$ cat src/hdl/stepper_step_pulse_generator_core_macros.svh
// Assertion macros shared by the stepper step pulse generator RTL.
`ifndef STEPPER_STEP_PULSE_GENERATOR_CORE_MACROS_SVH
`define STEPPER_STEP_PULSE_GENERATOR_CORE_MACROS_SVH

`ifndef SYNTHESIS
// Check a property on every rising edge outside reset.
`define SSPG_ASSERT(name, clk, rst, prop) \
  name: assert property (@(posedge clk) disable iff (rst) prop) \
    else $error("sspg assertion failed");
// Check that a condition implies a property in the next cycle.
`define SSPG_ASSERT_NEXT(name, clk, rst, ante, cons) \
  name: assert property (@(posedge clk) disable iff (rst) (ante) |=> (cons)) \
    else $error("sspg assertion failed");
`else
`define SSPG_ASSERT(name, clk, rst, prop)
`define SSPG_ASSERT_NEXT(name, clk, rst, ante, cons)
`endif

`endif

$ cat src/hdl/sspg_pkg.sv
// Types and constants of the stepper step pulse generator.
package sspg_pkg;

  typedef enum logic [1:0] {
    REQ_TICK = 2'd0,
    REQ_MOVE = 2'd1,
    REQ_SET  = 2'd2
  } req_t;

  localparam int unsigned REQ_BITS      = 2;
  localparam int unsigned CFG_IDX_BITS  = 1;
  localparam int unsigned CFG_BITS      = 16;
  localparam int unsigned INTERVAL_BITS = 24;
  localparam int unsigned TIME_BITS     = 32;
  localparam int unsigned TARGET_BITS   = 32;

  typedef logic [CFG_IDX_BITS-1:0]  cfg_idx_t;
  typedef logic [INTERVAL_BITS-1:0] interval_t;

  localparam cfg_idx_t CFG_START_INTERVAL = 1'd0;
  localparam cfg_idx_t CFG_MIN_INTERVAL   = 1'd1;

  localparam logic [CFG_BITS-1:0] START_RESET = 16'd1400;
  localparam logic [CFG_BITS-1:0] MIN_RESET   = 16'd1000;

  localparam interval_t INTERVAL_MAX = 24'hFF_FFFF;
  localparam interval_t GROW_STEP    = 24'd10;
  localparam interval_t SHRINK_STEP  = 24'd20;

  localparam int unsigned NEAR_COUNT = 20;
  localparam int unsigned OVERSHOOT  = 20;

endpackage

$ cat src/hdl/stepper_step_pulse_generator_core.sv
// Stepper step pulse generator: ticks, moves and position sets, one item per cycle unless out_ready stalls.
// Each item passes through the input register, then the result register.
// Throughput: one item per cycle unless out_ready stalls; the motion state updates as an
//   item moves from the input register to the result register, so the next item sees it at once.
// Reset (rst, synchronous): position and targets 0, interval 1400, direction down,
//   configuration back to 1400 / 1000, both pipeline registers empty.
`include "stepper_step_pulse_generator_core_macros.svh"

module stepper_step_pulse_generator_core #(
  parameter int unsigned POSITION_BITS = 32
) (
  input  logic                                 clk,
  input  logic                                 rst,
  // configuration write port
  input  logic                                 cfg_we,
  input  sspg_pkg::cfg_idx_t                   cfg_index,
  input  logic [sspg_pkg::CFG_BITS-1:0]        cfg_wdata,
  // request channel
  input  logic                                 in_valid,
  output logic                                 in_ready,
  input  logic [sspg_pkg::REQ_BITS-1:0]        req_type,
  input  logic signed [sspg_pkg::TARGET_BITS-1:0] target_position,
  input  logic [sspg_pkg::TIME_BITS-1:0]       now_us,
  // result channel
  output logic                                 out_valid,
  input  logic                                 out_ready,
  output logic                                 step_pulse,
  output logic                                 direction_down,
  output logic signed [sspg_pkg::TARGET_BITS-1:0] position_now,
  output logic                                 running
);

  import sspg_pkg::*;

  localparam int unsigned P = POSITION_BITS;
  localparam logic [P-1:0] POS_ONE       = P'(1);
  localparam logic [P-1:0] POS_NEAR      = P'(NEAR_COUNT);
  localparam logic [P-1:0] POS_OVERSHOOT = P'(OVERSHOOT);

  // configuration registers
  logic [CFG_BITS-1:0] launch_interval;
  logic [CFG_BITS-1:0] min_interval;

  // input register
  logic                   in_held;
  logic [REQ_BITS-1:0]    in_req;
  logic [TARGET_BITS-1:0] in_target;
  logic [TIME_BITS-1:0]   in_now;

  // motion state
  logic [P-1:0]         cur_pos, imm_target, fin_target;
  interval_t            step_interval;
  logic [TIME_BITS-1:0] last_step;
  logic                 dir_level;

  logic [P-1:0]         cur_pos_next, imm_target_next, fin_target_next;
  interval_t            step_interval_next;
  logic [TIME_BITS-1:0] last_step_next;
  logic                 dir_level_next;
  logic                 pulse_next;

  logic advance;

  // The held item moves on when the result register is empty or being drained.
  assign advance  = in_held && (!out_valid || out_ready);
  assign in_ready = !in_held || advance;

  // ---------------------------------------------------------------------------
  // Single-pass update of the motion state for the held item.
  // ---------------------------------------------------------------------------
  logic [63:0]          tgt_wide;
  logic [P-1:0]         tgt_p;
  logic                 at_imm, done;
  logic [P-1:0]         tick_tgt;
  interval_t            tick_si, stepped_si;
  logic                 tick_dir, go_up, go, near;
  logic [TIME_BITS-1:0] elapsed;
  logic [P-1:0]         leg_dist;
  logic                 move_down_rev, move_up_rev;

  always_comb begin
    // 32-bit target sign-extended, then wrapped to the position width
    tgt_wide = 64'($signed(in_target));
    tgt_p    = tgt_wide[P-1:0];

    // tick: adopt the final target once the immediate one is reached
    at_imm   = (cur_pos == imm_target);
    done     = at_imm && (cur_pos == fin_target);
    tick_tgt = at_imm ? fin_target : imm_target;
    tick_si  = at_imm ? INTERVAL_BITS'(launch_interval) : step_interval;
    tick_dir = at_imm ? ($signed(fin_target) < $signed(cur_pos)) : dir_level;

    elapsed = in_now - last_step;
    go      = !done && (elapsed >= TIME_BITS'(tick_si));
    go_up   = $signed(cur_pos) < $signed(tick_tgt);
    // distance before the step; after it the distance is one less
    leg_dist = go_up ? (tick_tgt - cur_pos) : (cur_pos - tick_tgt);
    near     = (leg_dist <= POS_NEAR);

    // ramp: slow down near the target, speed up elsewhere while above the minimum interval
    if (near) begin
      stepped_si = (tick_si > (INTERVAL_MAX - GROW_STEP)) ? INTERVAL_MAX
                                                           : tick_si + GROW_STEP;
    end else if (tick_si > INTERVAL_BITS'(min_interval)) begin
      stepped_si = (tick_si < SHRINK_STEP) ? '0 : tick_si - SHRINK_STEP;
    end else begin
      stepped_si = tick_si;
    end

    // move: reversal while running
    move_down_rev = ($signed(tgt_p) < $signed(cur_pos)) &&
                    ($signed(cur_pos) < $signed(fin_target));
    move_up_rev   = ($signed(cur_pos) < $signed(tgt_p)) &&
                    ($signed(fin_target) < $signed(cur_pos));

    cur_pos_next       = cur_pos;
    imm_target_next    = imm_target;
    fin_target_next    = fin_target;
    step_interval_next = step_interval;
    last_step_next     = last_step;
    dir_level_next     = dir_level;
    pulse_next         = 1'b0;

    unique case (req_t'(in_req))
      REQ_TICK: begin
        if (!done) begin
          imm_target_next    = tick_tgt;
          step_interval_next = tick_si;
          dir_level_next     = tick_dir;
          if (go) begin
            cur_pos_next       = go_up ? (cur_pos + POS_ONE) : (cur_pos - POS_ONE);
            last_step_next     = in_now;
            step_interval_next = stepped_si;
            pulse_next         = 1'b1;
          end
        end
      end
      REQ_MOVE: begin
        fin_target_next = tgt_p;
        if (move_down_rev) begin
          imm_target_next = cur_pos - POS_OVERSHOOT;
        end else if (move_up_rev) begin
          imm_target_next = cur_pos + POS_OVERSHOOT;
        end else begin
          imm_target_next = tgt_p;
          if (at_imm) begin
            step_interval_next = INTERVAL_BITS'(launch_interval);
            dir_level_next     = $signed(tgt_p) < $signed(cur_pos);
          end
        end
      end
      REQ_SET: begin
        cur_pos_next    = tgt_p;
        imm_target_next = tgt_p;
        fin_target_next = tgt_p;
      end
      default: begin
        // unused request code: hold everything
      end
    endcase
  end

  logic [63:0] pos_wide;
  assign pos_wide = 64'($signed(cur_pos_next));

  // ---------------------------------------------------------------------------
  // Registers
  // ---------------------------------------------------------------------------
  always_ff @(posedge clk) begin
    if (rst) begin
      launch_interval <= START_RESET;
      min_interval    <= MIN_RESET;
    end else if (cfg_we) begin
      unique case (cfg_index)
        CFG_START_INTERVAL: launch_interval <= cfg_wdata;
        CFG_MIN_INTERVAL:   min_interval    <= cfg_wdata;
        default: begin
        end
      endcase
    end
  end

  // input register: load on accept, drop when the item advances
  always_ff @(posedge clk) begin
    if (rst) begin
      in_held <= 1'b0;
    end else if (in_valid && in_ready) begin
      in_held <= 1'b1;
    end else if (advance) begin
      in_held <= 1'b0;
    end
  end

  always_ff @(posedge clk) begin
    if (in_valid && in_ready) begin
      in_req    <= req_type;
      in_target <= target_position;
      in_now    <= now_us;
    end
  end

  // motion state advances together with the result register
  always_ff @(posedge clk) begin
    if (rst) begin
      cur_pos       <= '0;
      imm_target    <= '0;
      fin_target    <= '0;
      step_interval <= INTERVAL_BITS'(START_RESET);
      last_step     <= '0;
      dir_level     <= 1'b1;
    end else if (advance) begin
      cur_pos       <= cur_pos_next;
      imm_target    <= imm_target_next;
      fin_target    <= fin_target_next;
      step_interval <= step_interval_next;
      last_step     <= last_step_next;
      dir_level     <= dir_level_next;
    end
  end

  // result register: hold until taken
  always_ff @(posedge clk) begin
    if (rst) begin
      out_valid <= 1'b0;
    end else if (advance) begin
      out_valid <= 1'b1;
    end else if (out_ready) begin
      out_valid <= 1'b0;
    end
  end

  always_ff @(posedge clk) begin
    if (advance) begin
      step_pulse     <= pulse_next;
      direction_down <= dir_level_next;
      position_now   <= $signed(pos_wide[TARGET_BITS-1:0]);
      running        <= (cur_pos_next != imm_target_next);
    end
  end

  // ---------------------------------------------------------------------------
  // Assertions
  // ---------------------------------------------------------------------------
  `SSPG_ASSERT_NEXT(a_pulse_only_on_tick, clk, rst, advance && (in_req != REQ_TICK), !step_pulse)
  `SSPG_ASSERT_NEXT(a_step_moves, clk, rst, advance && pulse_next, cur_pos != $past(cur_pos))
  `SSPG_ASSERT_NEXT(a_hold_idle, clk, rst, !advance, $stable(cur_pos) && $stable(imm_target))

endmodule

$ cat config.mk
export PLATFORM = sky130hd
export DESIGN_NAME = stepper_step_pulse_generator_core
export DESIGN_NICKNAME = d
export VERILOG_FILES = /design/src/hdl/sspg_pkg.sv /design/src/hdl/stepper_step_pulse_generator_core.sv
export VERILOG_INCLUDE_DIRS = /design/src /design/src/hdl
export SDC_FILE = /design/constraint.sdc
export NUM_CORES = 1
export LEC_CHECK = 0
export CELL_PAD_IN_SITES_DETAIL_PLACEMENT = 0
export CELL_PAD_IN_SITES_GLOBAL_PLACEMENT = 1
export CORE_ASPECT_RATIO = 1.2
export CORE_MARGIN = 2
export CORE_UTILIZATION = 35
export CTS_CLUSTER_SIZE = 25
export DETAILED_ROUTE_END_ITERATION = 10
export DONT_BUFFER_PORTS = 1
export PLACE_DENSITY_LB_ADDON = 0.25
export SETUP_SLACK_MARGIN = 0.15
export SLEW_MARGIN = 20
export SYNTH_ARGS = -nofsm -noshare
export SYNTH_HDL_FRONTEND = slang
export SYNTH_SLANG_ARGS = --single-unit
$ cat constraint.sdc
create_clock -name clk -period 8.9 [get_ports clk]
set_input_delay 2.225 -clock clk [delete_from_list [all_inputs] [get_ports clk]]
set_output_delay 2.225 -clock clk [all_outputs]
set_load 0.05 [all_outputs]
==> run summary, run 1 <==
Dividing total power by cell area gives a power density of approximately 180 nW/um^2. Across the routed clock network, the largest skew measured is between 0.02 and 0.03 ns. The post-synthesis instance area is about 26000 sq um. The worst min-delay path class is reg2reg. The total inserted antenna cells is 0.

Sorting the synthesized cells by area gives the leading types as dfxtp_1 (15%), edfxtp_1 (12%), ha_1 (10%), nand2_1 (6.9%), a21oi_1 (6.6%). Dividing the final minimum period by the clock period gives 0.9522. The final number of max-transition violations is 0.

Yosys instantiated no cell more often than nand2_1. The delay contributed by the slowest stage of the critical path is just under 0.6 ns. The port buffer count came out at 0. The number of optimization iterations in the first detailed-route pass came out at 8.

The clock slew seen by the registers of the worst setup and hold paths came out at ~0.06 ns. The most used flip-flop cell after synthesis is dfxtp_1. In this run the critical register-to-register path is launched from imm_target[8]$_SDFFE_PP0P_. The floorplan step defined a die boundary enclosing approximately 76000 sq um. Once detail routing completed, the nets flagged for antenna violations numbered 0. Setup repair after global routing left no endpoint under its margin. The die is roughly 250 microns wide.

The count of boundary I/O pins came out at roughly 130. The arrival time reported for the critical path endpoint came out at 8.77 ns. The flow ran to the end, and the final reports show no timing, DRC or antenna violations. The placed wire-length estimate came out at approximately 94 mm.

The vertical extent of the die came out at roughly 300 microns. The post-synthesis async set-or-reset flop share is 0. The register bit total from synthesis came out at approximately 290.

The ratio of cells with drive above 1 in the final layout is 0.07506. The total routing resource utilization after global routing came out at 0.3141. The summed negative setup slack over all endpoints is 0 ns.

Data on the critical path is required at its endpoint by approximately 9.2 ns. The detailed-route via count came out at roughly 27000. The first-iteration detailed-routing DRC count is between 2000 and 3000.

The placed cell count is 4212. Clock tree synthesis selected as its root buffer the cell clkbuf_16. The setup path with the least slack is of type reg2reg. The startpoint identified for the worst hold timing path is last_step[23]$_SDFFE_PP0P_. TritonCTS built the clock tree.

For this design, the CTS-stage hold fixing added 0 buffers. The net count of the mapped netlist came out at approximately 3700. The global placer's final weighted congestion is about 1.0. The maximum fanout along the worst path came out at 19. The post-synthesis to final-layout area growth came out at 9.776%. The clock reaches the later pin of the worst-skew pair after between 0.5 and 0.6 ns. Tracing the worst setup path back leads to its startpoint at imm_target[8]$_SDFFE_PP0P_.

The largest buffer count on any clock path is 3. dfxtp_1 takes more of the synthesized area than any other cell. Dividing the detail-routed wire length by the instance count gives between 20 and 30 microns. The floorplan row count is about 110. At the pin with the least slew margin, the transition time is 1.068 ns. The number of violations of the max-capacitance limit came out at 0. Based on the critical path, the design can be clocked at up to 118.0 MHz. The hold violation count in the final report came out at 0. The number of cells produced by synthesis came out at 3372. STA classifies the critical path endpoint as a flop.

The global route total overflow came out at 0. Counting stages on the worst path, the most repeated cell is or3_1. The post-route minimum period came out at 8.474 ns. Across the VDD grid, the largest voltage drop is around 0.15 mV. The hold path depth is 2. The largest net degree at the start of global routing came out at 190. The relative max-transition margin is 0.2829. The wire length reported by the detailed router came out at 121.5 mm. The worst setup path is launched from a flop. The clock net sink count came out at between 200 and 300. The final cell count without fillers came out at around 4300.

The number of H-tree branching levels is 2. The number of global-route vias before repair is ~26000. The Yosys warning count came out at 0. For this configuration, the core starts out at a cell density of 0.3542.

The final setup violation count came out at 0. The number of nets in the finished design is between 3000 and 4000. The placeable core region came out at just over 70000 sq um. After synthesis, the most frequently instantiated cells are nand2_1 (471), a21oi_1 (337), nor2_1 (274). The total clock buffers created by CTS came out at 37.

Of the synthesized area, sequential elements account for 0.2637. The number of antenna violations at the first check in global routing came out at 8. The per-cell via count in the routed design is 6.257. The number of cells traversed by the worst register-to-register path came out at 29. The slowest stage of the critical path belongs to the cell nor4_4. A synthesized cell averages about 7.6 sq um. In the routed design, unresolved DRC markers number 0.

For this design the static power due to leakage is roughly 0.011 uW. The number of enable flip-flop cells after synthesis is just over 100. The share of the synthesized area in the top cell type is 0.1457. The first global-routing pass estimated about 180 mm of wire. The post-synthesis cell type count came out at slightly above 100.
## critical path: cells and delay by family (launching register included)
| kind | cells | cell delay, ns |
|---|---|---|
| muxes | 1 | 0.22 |
| AOI/OAI and AO/OA | 4 | 0.80 |
| buffers and inverters | 3 | 0.60 |
| xor gates and xnor gates | 2 | 0.57 |
| and+or+nand+nor | 17 | 4.79 |
| DFF | 1 | 0.38 |
| adders and majority gates | 2 | 0.82 |
## worst paths after layout
kind / to / slack (ns)
setup / recovery: running$_DFFE_PP_ / 0.43
hold / removal: last_step[23]$_SDFFE_PP0P_ / 0.45
setup reg to reg: running$_DFFE_PP_ / 0.43
hold reg to reg: last_step[23]$_SDFFE_PP0P_ / 0.45
## cells by family (layout without fill, tap and decap cells)
family / after synthesis / after routing / synth area share
flip-flops: 288 / 288 / 0.2637
buffers and inverters: 406 / 378 / 0.06470
XOR/XNOR: 145 / 145 / 0.04941
AND/OR/NAND/NOR: 1240 / 1240 / 0.2275
adder cells (fa/ha/maj): 211 / 211 / 0.1036
multiplexers: 111 / 111 / 0.04493
AO/OA/AOI/OAI: 971 / 971 / 0.2462
## through the flow
| step | utilization | total power, uW | setup slack, ns | hold slack [ns] | instance area [sq um] |
|---|---|---|---|---|---|
| floorplan | - | 2823 | 0.2418 | 0.4357 | 25700 |
| global placement | 0.3707 | 3535 | 0.4805 | 0.4369 | 26900 |
| detailed placement | 0.3709 | 3531 | 0.2815 | 0.4421 | 26910 |
| CTS | 0.3883 | 5155 | 0.2353 | 0.4496 | 28170 |
| global route | 0.3888 | 5381 | 0.1692 | 0.4637 | 28210 |
| finish | 0.3888 | 5171 | 0.4258 | 0.4516 | 28210 |
## flip-flops by register name, indices dropped and copies added, names as in the netlist
signal	cells
cur_pos	32
fin_target	32
imm_target	32
in_now	32
in_target	32
last_step	32
position_now	32
step_interval	24
launch_interval	16
min_interval	16
in_req	2
dir_level	1
direction_down	1
in_held	1
out_valid	1
running	1
step_pulse	1
## repair_timing
item / CTS / global route
endpoints found under the setup margin: 0 / 21
setup buffers: 0 / 0
gates resized for setup: 0 / 5
## placed cells by master (no fill, tap or decap), types with 24 or more instances in the layout
cell,instances
buf_4,121
nand4_1,85
a211oi_1,67
xor2_1,26
o21ai_0,142
nand3_1,87
nor3_1,85
nand2_1,469
dfxtp_1,187
o21a_1,24
inv_1,177
and2_1,25
mux2i_1,88
nor4_1,53
clkbuf_16,41
a21oi_1,336
xnor2_1,116
o211ai_1,38
a31oi_1,33
edfxtp_1,101
nor2_1,273
ha_1,207
a21o_1,48
## power breakdown
group,switching (uW),internal (uW)
Clock,651,952
Combinational,1340,674
Sequential,117,1440
## area by class of cell
type / instances / area (sq um)
tap: 935 / 1170
clock inverter: 14 / 160.2
fill: 7497 / 44350
sequential: 288 / 6777
clock buffer: 53 / 1101
inverter: 190 / 715.7
multi-input combinational: 2678 / 17380
timing repair buffer: 121 / 908.4
## per-layer routing
| metal | up-vias | track usage | wire length, microns |
|---|---|---|---|
| li1 | 12213 | - | - |
| met1 | 12880 | 0.3768 | 47430 |
| met2 | 1302 | 0.5227 | 55960 |
| met3 | 362 | 0.04772 | 8480 |
| met4 | 16 | 0.2066 | 9499 |
| met5 | - | 0 | 119 |
No activity file was read; power rests on OpenSTA's default activity.
==> inputs of run 2 (changes only) <==
--- a/config.mk
+++ b/config.mk
@@ -8,7 +8,6 @@
 export LEC_CHECK = 0
 export CELL_PAD_IN_SITES_DETAIL_PLACEMENT = 0
 export CELL_PAD_IN_SITES_GLOBAL_PLACEMENT = 1
-export CORE_ASPECT_RATIO = 1.2
 export CORE_MARGIN = 2
 export CORE_UTILIZATION = 35
 export CTS_CLUSTER_SIZE = 25
==> constraint.sdc (replaced) <==
create_clock -name clk -period 7.1 [get_ports clk]
set_input_delay 1.775 -clock clk [delete_from_list [all_inputs] [get_ports clk]]
set_output_delay 1.775 -clock clk [all_outputs]
set_load 0.05 [all_outputs]
==> run summary, run 2 (synthesis results as in run 1) <==
The flow ran to the end, and the final reports show no timing, DRC or antenna violations. Setup repair after global routing could not meet its margin everywhere. The global placer's final weighted congestion is 1.013 (-2.3%). The worst min-delay path class is reg2reg. The port buffer count is 0 (unchanged).

The critical path starts at imm_target[7]$_SDFFE_PP0P_. The hold violation count in the final report is 0 (unchanged). The placed cell count came to 4585 (+8.9%). STA classifies the critical path endpoint as a flop.

The global-route wire length before repair was 184.9 mm (+4.6%). The worst endpoint required time was 7.41 ns (-1.78 ns). The detailed-route via count was 28146 (+5.1%). The wire length reported by the detailed router is 127.4 mm (+4.9%). The clock latency at the later pin of the worst-skew pair is 0.59 ns (about the same). The clock slew seen by the registers of the worst setup and hold paths came out at 0.06 ns (about the same). The startpoint class of the critical path is a flop. The number of inserted filler cells in the final layout came out at 7452 (-0.60%). The library cell used most frequently in the layout, excluding fill and tap cells, is buf_4. The horizontal die dimension is 275.0 microns (+9.4%). The placeable core region is 72830 sq um (+0.37%).

The actual slew at the worst max-slew pin is 1.043 ns (-0.02444 ns). Among cell families on the critical path, the largest total delay comes from simple AND/OR/NAND/NOR gates. The internal reg-to-reg setup slack came out at 0.25 ns (-0.18 ns). The number of optimization iterations in the first detailed-route pass is 9 (+1). The post-route minimum period is 6.851 ns (-1.623 ns). The floorplan row count is 99 (-8.3%). The count of buffer and inverter cells on the critical path came out at 5 (+2).

The final clock period utilization by the worst path came out at 0.9650 (+0.01283). The vertical extent of the die is 275.0 microns (-8.6%). The total clock buffers created by CTS came out at 40 (+8.1%). The number of antenna violations at the first check in global routing is 6 (-2).

The first-iteration detailed-routing DRC count came out at 2685 (-10%). The largest net degree at the start of global routing came out at 190 (unchanged). The tree is rooted in a clkbuf_16. The largest individual stage delay along the critical path comes from the cell a2111oi_2. The number of buffers inserted for hold repair after clock tree synthesis came out at 0 (unchanged).

The ratio of cells with drive above 1 in the final layout came out at 0.1857 (+0.1106). The final setup violation count came out at 0 (unchanged). The initial standard-cell utilization of the core came to 0.3529 (-0.001314).

The detailed-route DRC error count was 0 (unchanged). The arrival time reported for the critical path endpoint is 7.16 ns (-1.61 ns). The relative max-transition margin is 0.2984 (+0.01547). The placed wire-length estimate came to 99.85 mm (+6.2%). The global route total overflow is 0 (unchanged). TritonCTS built the clock tree.

The delay contributed by the slowest stage of the critical path is 0.41 ns (-0.18 ns). The total power draw came out at 6952 uW (+34%). The final cell count without fillers is 4676 (+9.3%). The worst hold path begins at min_interval[11]$_SDFFE_PP0P_. In the layout the commonest cells are buf_4 (471), nand2_1 (466), a21oi_1 (331). The per-cell via count in the routed design came to 6.019 (-3.8%).

The maximum fanout along the worst path is 6 (-13). The number of nets in the finished design came out at 3983 (+10%). The setup path with the least slack is of type reg2reg. The summed negative setup slack over all endpoints came out at 0 ns (unchanged). The power per cell area is 219.9 nW/um^2 (+20%). The setup clock skew after layout came out at 0.02350 ns (-0.001559 ns).

The final routed wire length divided by cell count is 27.25 microns (-4.0%). The largest buffer count on any clock path is 3 (unchanged). The clock net sink count is 288 (unchanged). The total routing resource utilization after global routing came out at 0.3289 (+0.01478). The worst hold slack came out at 0.4484 ns (-0.003205 ns).

The number of H-tree branching levels came out at 2 (unchanged). The number of global-route vias before repair is 27442 (+5.5%). The post-route standard cell area excluding fillers was 31610 sq um (+12%).

The post-synthesis to final-layout area growth is 22.99%. The final number of max-transition violations came out at 0 (unchanged). The startpoint identified for the worst register-to-register timing path is imm_target[7]$_SDFFE_PP0P_.

The number of violations of the max-capacitance limit is 0 (unchanged). The maximum ir drop on the vdd rail is 0.1873 mV (+23%). The die area is 75610 sq um (about the same). The instance area after placement is 29810 sq um (+11%). The count of boundary I/O pins is 125 (unchanged). The number of routed nets with antenna violations came out at 0 (unchanged).

The fmax came to 146.0 MHz (+24%). The leakage component of the power came out at 0.01284 uW (+17%).
run 2: cell type report:
class                   count  area, sq um  area share
diodes                      1        2.502  0.00007916
repair buffers            486         3837      0.1214
inverters                 190        715.7     0.02264
clock inverters            21        178.9    0.005660
flip-flops and latches    288         6779      0.2145
multi-input cells        2678        17820      0.5636
clock buffers              53         1081     0.03420
well taps                 959         1200     0.03796
run 2: where the power goes:
part           total, uW  switching (uW)  leakage (uW)  internal, uW
logic               3010            1820       0.00972          1190
registers           1930             130       0.00250          1800
clock network       2010             860      0.000614          1150
run 2: timing repair:
item                       in CTS  in global routing
setup endpoints to repair       1                 30
cloned                          0                  2
gates resized for setup         6                 65
pin swaps                       1                 30
buffers inserted                0                 14
run 2: worst paths after layout:
check / depth (start not counted) / end
min reg2reg: 2 / min_interval[11]$_SDFFE_PP0P_
max: 29 / running$_DFFE_PP_
max reg2reg: 29 / running$_DFFE_PP_
min: 2 / min_interval[11]$_SDFFE_PP0P_
run 2: metrics by stage:
step,worst slack [ns],util
after floorplan,-0.4322,-
after global placement,-0.1232,0.4093
after detailed placement,-0.1457,0.4093
after CTS,0.1793,0.4270
after global routing,0.05015,0.4340
final,0.2486,0.4340
run 2: worst register-to-register path: cells and delay by family, from the launching register on:
kind,cells,cell delay [ns]
fa+ha+maj,2,0.44
compound gates,6,1.43
simple gates,13,3.06
mux,1,0.32
xor+xnor,2,0.24
buf+inv,5,0.75
flops,1,0.36
run 2: routing by layer:
layer	vias to the layer above	wire, microns	track usage
met3	292	9060	0.05368
li1	12936	-	-
met1	13683	52330	0.4147
met5	-	88	0
met4	12	7264	0.1616
met2	1223	58680	0.5439
